[src/sv/klsr_pkg.sv]
// klsr_pkg: shared types, command codes and default sizes for the keymap
// layer stack resolver; no dependencies, imported by every module of the block
package klsr_pkg;

   // default table sizes
   localparam int ROWS_DEF   = 8;
   localparam int COLS_DEF   = 16;
   localparam int KEYS_DEF   = 128;
   localparam int LAYERS_DEF = 16;

   // fixed field widths
   localparam int MASK_BITS  = 16;
   localparam int LAYER_W    = 4;
   localparam int CODE_W     = 32;
   localparam int CMD_W      = 3;
   localparam int ROW_W      = 3;
   localparam int COL_W      = 4;
   localparam int KIDX_W     = 8;
   localparam int LIU_W      = 5;

   // request command codes
   localparam logic [CMD_W-1:0] CMD_SET_MASK  = 3'd0;
   localparam logic [CMD_W-1:0] CMD_LAYER_ON  = 3'd1;
   localparam logic [CMD_W-1:0] CMD_LAYER_OFF = 3'd2;
   localparam logic [CMD_W-1:0] CMD_TOGGLE    = 3'd3;
   localparam logic [CMD_W-1:0] CMD_RESOLVE   = 3'd4;
   localparam logic [CMD_W-1:0] CMD_LOOKUP    = 3'd5;
   localparam logic [CMD_W-1:0] CMD_WR_KEYMAP = 3'd6;
   localparam logic [CMD_W-1:0] CMD_WR_LAYOUT = 3'd7;

   // configuration register indexes
   localparam logic CSR_LAYERS_IN_USE = 1'b0;
   localparam logic CSR_TRANSPARENT   = 1'b1;

   // reset values
   localparam logic [LIU_W-1:0]     LIU_RESET   = 5'd16;
   localparam logic [CODE_W-1:0]    TRANS_RESET = 32'd1;
   localparam logic [MASK_BITS-1:0] MASK_RESET  = 16'd1;
   localparam logic [KIDX_W-1:0]    UNMAPPED    = 8'hFF;

   // layer stack state after a mask command
   typedef struct packed {
      logic [MASK_BITS-1:0] mask;
      logic [LAYER_W-1:0]   top;
   } klsr_mask_type;

endpackage

[src/sv/klsr_mask_unit.sv]
// klsr_mask_unit: applies a set/on/off/toggle command to the layer mask,
// falls back to the base layer on an empty mask and finds the top layer
// depends on klsr_pkg
module klsr_mask_unit
   import klsr_pkg::*;
(
   input  logic [CMD_W-1:0]     command,
   input  logic [LAYER_W-1:0]   layer_index,
   input  logic [MASK_BITS-1:0] state_mask,
   input  logic [MASK_BITS-1:0] mask_cur,
   output klsr_mask_type        result
);

   logic [MASK_BITS-1:0] bit_sel;
   logic [MASK_BITS-1:0] raw;
   logic [MASK_BITS-1:0] fixed;
   logic [LAYER_W-1:0]   top;

   assign bit_sel = MASK_BITS'(1) << layer_index;

   always_comb begin
      unique case (command)
         CMD_SET_MASK:  raw = state_mask;
         CMD_LAYER_ON:  raw = mask_cur | bit_sel;
         CMD_LAYER_OFF: raw = mask_cur & ~bit_sel;
         CMD_TOGGLE:    raw = mask_cur ^ bit_sel;
         default:       raw = mask_cur;
      endcase
   end

   assign fixed = (raw == '0) ? MASK_RESET : raw;

   // highest set bit wins
   always_comb begin
      top = '0;
      for (int i = 0; i < MASK_BITS; i++) begin
         if (fixed[i]) begin
            top = LAYER_W'(i);
         end
      end
   end

   assign result.mask = fixed;
   assign result.top  = top;

endmodule

[config.mk]
export PLATFORM = sky130hd
export DESIGN_NAME = klsr_mask_unit
export DESIGN_NICKNAME = d
export VERILOG_FILES = /design/src/sv/klsr_pkg.sv /design/src/sv/klsr_mask_unit.sv
export SDC_FILE = /design/constraint.sdc
export NUM_CORES = 1
export LEC_CHECK = 0
export BUFFER_PORTS_ARGS = -buffer_cell sky130_fd_sc_hd__buf_2
export CELL_PAD_IN_SITES_DETAIL_PLACEMENT = 0
export CELL_PAD_IN_SITES_GLOBAL_PLACEMENT = 1
export CORE_MARGIN = 2
export CORE_UTILIZATION = 33
export DETAILED_ROUTE_END_ITERATION = 12
export MAX_ROUTING_LAYER = met4
export PLACE_DENSITY_LB_ADDON = 0.08
export SETUP_SLACK_MARGIN = 0.05
export SLEW_MARGIN = 5
export SYNTH_ARGS = -nofsm -noshare
export SYNTH_HDL_FRONTEND = slang
export SYNTH_SLANG_ARGS = --single-unit
[constraint.sdc]
create_clock -name vclk -period 2.39
set_input_delay 0.3585 -clock vclk [all_inputs]
set_output_delay 0.3585 -clock vclk [all_outputs]
set_load 0.1 [all_outputs]
======== Yosys cells after proc, flatten, opt, wreduce, memory -nomap -nowiden ========
Index checks and enable logic that the tools add are counted.
word-level totals
  bits in registers ....................... 0
  input bits .............................. 39
  output and inout port bits .............. 20
  logic and storage cells ................. 27
cells by class
  eq/ne operators ......................... 3
  shift-type cells ........................ 1
  multiplexer cells ....................... 17
  bitwise logic cells ..................... 4
  reduce and logical (&&, ||, !) cells .... 2
operator list
  cell                  number
  $pmux 16 s4           1
  $mux 4                14
  $and 16x16->16        1
  $logic_not 16->1      1
  $mux 16               1
  $not 16->16           1
  $or 16x16->16         1
  $shl 1x4->16 const A  1
  $xor 16x16->16        1
  $eq 3x2->1 const B    2
  $eq 3x1->1 const B    1
  $logic_not 3->1       1
  $mux 1                1

======== Longest topological paths before layout ========
  word-level depth ........................ 21
  depth in mapped cells ................... 9

======== Worst setup path after synthesis ========
No wires, ideal clock.
  kind .................................... input to output
  start ................................... in layer_index[3]
  end ..................................... out result[1] (netlist bit)
  arrival ................................. 4.450 ns
  data required time ...................... 2.032 ns
  slack ................................... -2.419 ns
  stages on the path ...................... 7
  cells stage by stage .................... nor2b_1 -> nand3_1 -> ha_1 -> mux4_2 -> mux2i_4 -> inv_1 -> o31ai_1
RTL lines
  item         line                  text
  from (decl)  klsr_mask_unit.sv:8   input logic [LAYER_W-1:0] layer_index,
  to (decl)    klsr_mask_unit.sv:11  output klsr_mask_type result

==> metrics <==
floorplan row count 24; Synth-to-Final Area Change 120.7%; Synth top area share between 20% and 30%; power density over cell area approximately 290 nW/um2; final setup fails 7; Avg Vias per Cell ~5.2; count leader, synth ha_1; first-pass GRT wire length 9446 um; # hold bufs at CTS 0; Final Cycle Share 115.1%; vias post-DR approximately 2000; Post-Syn Area roughly 1600 um2; Buf/Inv on CP 4; Max Cap Viol 0; I/O pin cnt 59; internal power 436.7 uW; sequential share of the synthesized area 0%; status complete, but fails checks; Wirelength per Cell 15.30 um; Die Span Y 72.68 um; synth unique cells 39; Sw Ratio 55.78%; critical path arrival 2.39 ns; vias in the first global route approximately 2000; synthesized area per cell 7.630 um2; P_sw 550.8 uW; slowest CP cell ha_1; 1st-iter DRT viols between 100 and 150; initial antenna violation count 0; post-synth top area cell ha_1; Synth area leaders ha_1 26%, mux2i_1 10%, inv_1 5.8%; Comb power frac 100.0%; Port Buf Inserts 59; Worst setup EP type output pin; Gate Count Post-Synth 204; Crit Path Class primary input to output pin; Filler cells approximately 330; die area about 5300 um2; CP peak stage delay 0.28 ns; failing checks setup timing; Non-Filler Instances 395; delay-heaviest family, CP compound AO/OA/AOI/OAI gates; CP required 2.03 ns; CP max FO 5; Clock power frac 0%; Max Fclk 363.5 MHz; VDD IR max 0.0001791 V; Lkg Pwr approximately 1.6 nW; placed cell count between 300 and 400; Post-DRT Antenna Nets 0; Tmin final 2.751 ns; Routed WL 6043 um; Synthesized Nets 275; global route overflow 0; Clock buffer cells 0; first-pass detailed-route iteration total 4; final setup margin -0.3612 ns; gr usage total 22.65%; critical path launch point type primary input; slew margin rel. 73.43%; Starting Density 35.02%; diode count 0; YS warnings 0; Commonest cells post-synth 32 x ha_1, 24 x inv_1, 18 x nand2_1; routability-driven placement congestion ratio 0.8552; DRC 0; Hold Fails Final Rpt 0; Hold Worst Slack 1.256 ns; largest net degree at the start of global routing 32; Reg area 0 um2; Die W 72.68 um; min-delay worst type primary input to output pin; DP Wirelength 4699 um; core area 4444 um2; Pins Over Slew Limit 0; Setup Total Neg Slack -1.867 ns; sequential cells 0; Worst-Margin Slew between 0.3 and 0.4 ns; CP Cell Sequence buf_12, buf_8, nor2_4, nand3_2, ha_1, nand2b_1, a21oi_4, nor3_4, a211oi_2, o32ai_2, buf_4, a21oi_4, buf_12; RSZ-0062 raised after global routing true; fraction of layout cells with a size suffix above 1 65.89%; Layout Nets 416; Reg power frac 0%
cells by family after synthesis:
kind of cell	after synthesis	synth area share, %
and+or+nand+nor	73	23.96
AOI/OAI and AO/OA	45	24.36
buffers and inverters	35	11.33
adders and majority gates	32	25.72
muxes	19	14.63
final cells by class:
cell class	instances	area [um2]	share of cell area [%]
multi-input combinational	169	1901	55.32
timing repair buffer	149	1369	39.84
inverter	25	101.3	2.950
tap	52	65.06	1.894
layer usage:
layer / track usage [%] / wire length, um
met5: - / 0
met4: 2.263 / 112
met3: 0.9669 / 193
met2: 39.60 / 3067
met1: 30.00 / 2670
layout by cell type (no fill, tap or decap), types with 5 or more instances in the layout:
cell,count
nand3_1,5
buf_12,21
mux2i_2,5
nand2_2,8
nand2b_1,12
buf_2,35
nand2_1,9
mux2i_1,11
a21oi_4,5
ha_1,23
buf_4,77
buf_6,12
a21oi_2,6
ha_4,9
nor2_1,8
inv_1,21
power by group through the flow:
stage	combinational, mW	sequential (mW)	clock [mW]
5_1_grt	1.04	0	0
3_5_place_dp	0.869	0	0
4_1_cts	0.930	0	0
3_3_place_gp	0.859	0	0
6_report	0.987	0	0
2_1_floorplan	0.501	0	0
worst paths after layout:
check / startpoint / to / cells after the start
worst max-delay path: layer_index[2] / result[0] / 13
worst min-delay path: mask_cur[6] / result[10] / 5
through the flow:
stage / setup slack (ns) / power [mW] / cell area, um2 / utilization, %
3_3_place_gp: -0.4618 / 0.8587 / 2930 / 65.93
5_1_grt: -0.4830 / 1.037 / 3436 / 77.31
3_5_place_dp: -0.4744 / 0.8691 / 2930 / 65.93
4_1_cts: -0.3776 / 0.9304 / 3209 / 72.21
2_1_floorplan: -2.380 / 0.5014 / 1732 / -
6_report: -0.3612 / 0.9874 / 3436 / 77.31
tightest hold or removal path, cell delays in order:
cell     delay, ns
buf_2         0.10
nand2_1       0.09
o31ai_4       0.09
buf_6         0.10
buf_12        0.16
repair_timing:
action,4_1_cts,5_1_grt
endpoints found under the setup margin,18,18
buffers inserted,4,3
pin swaps,19,19
resized for setup,54,38
(Power assumes the default switching activity.)
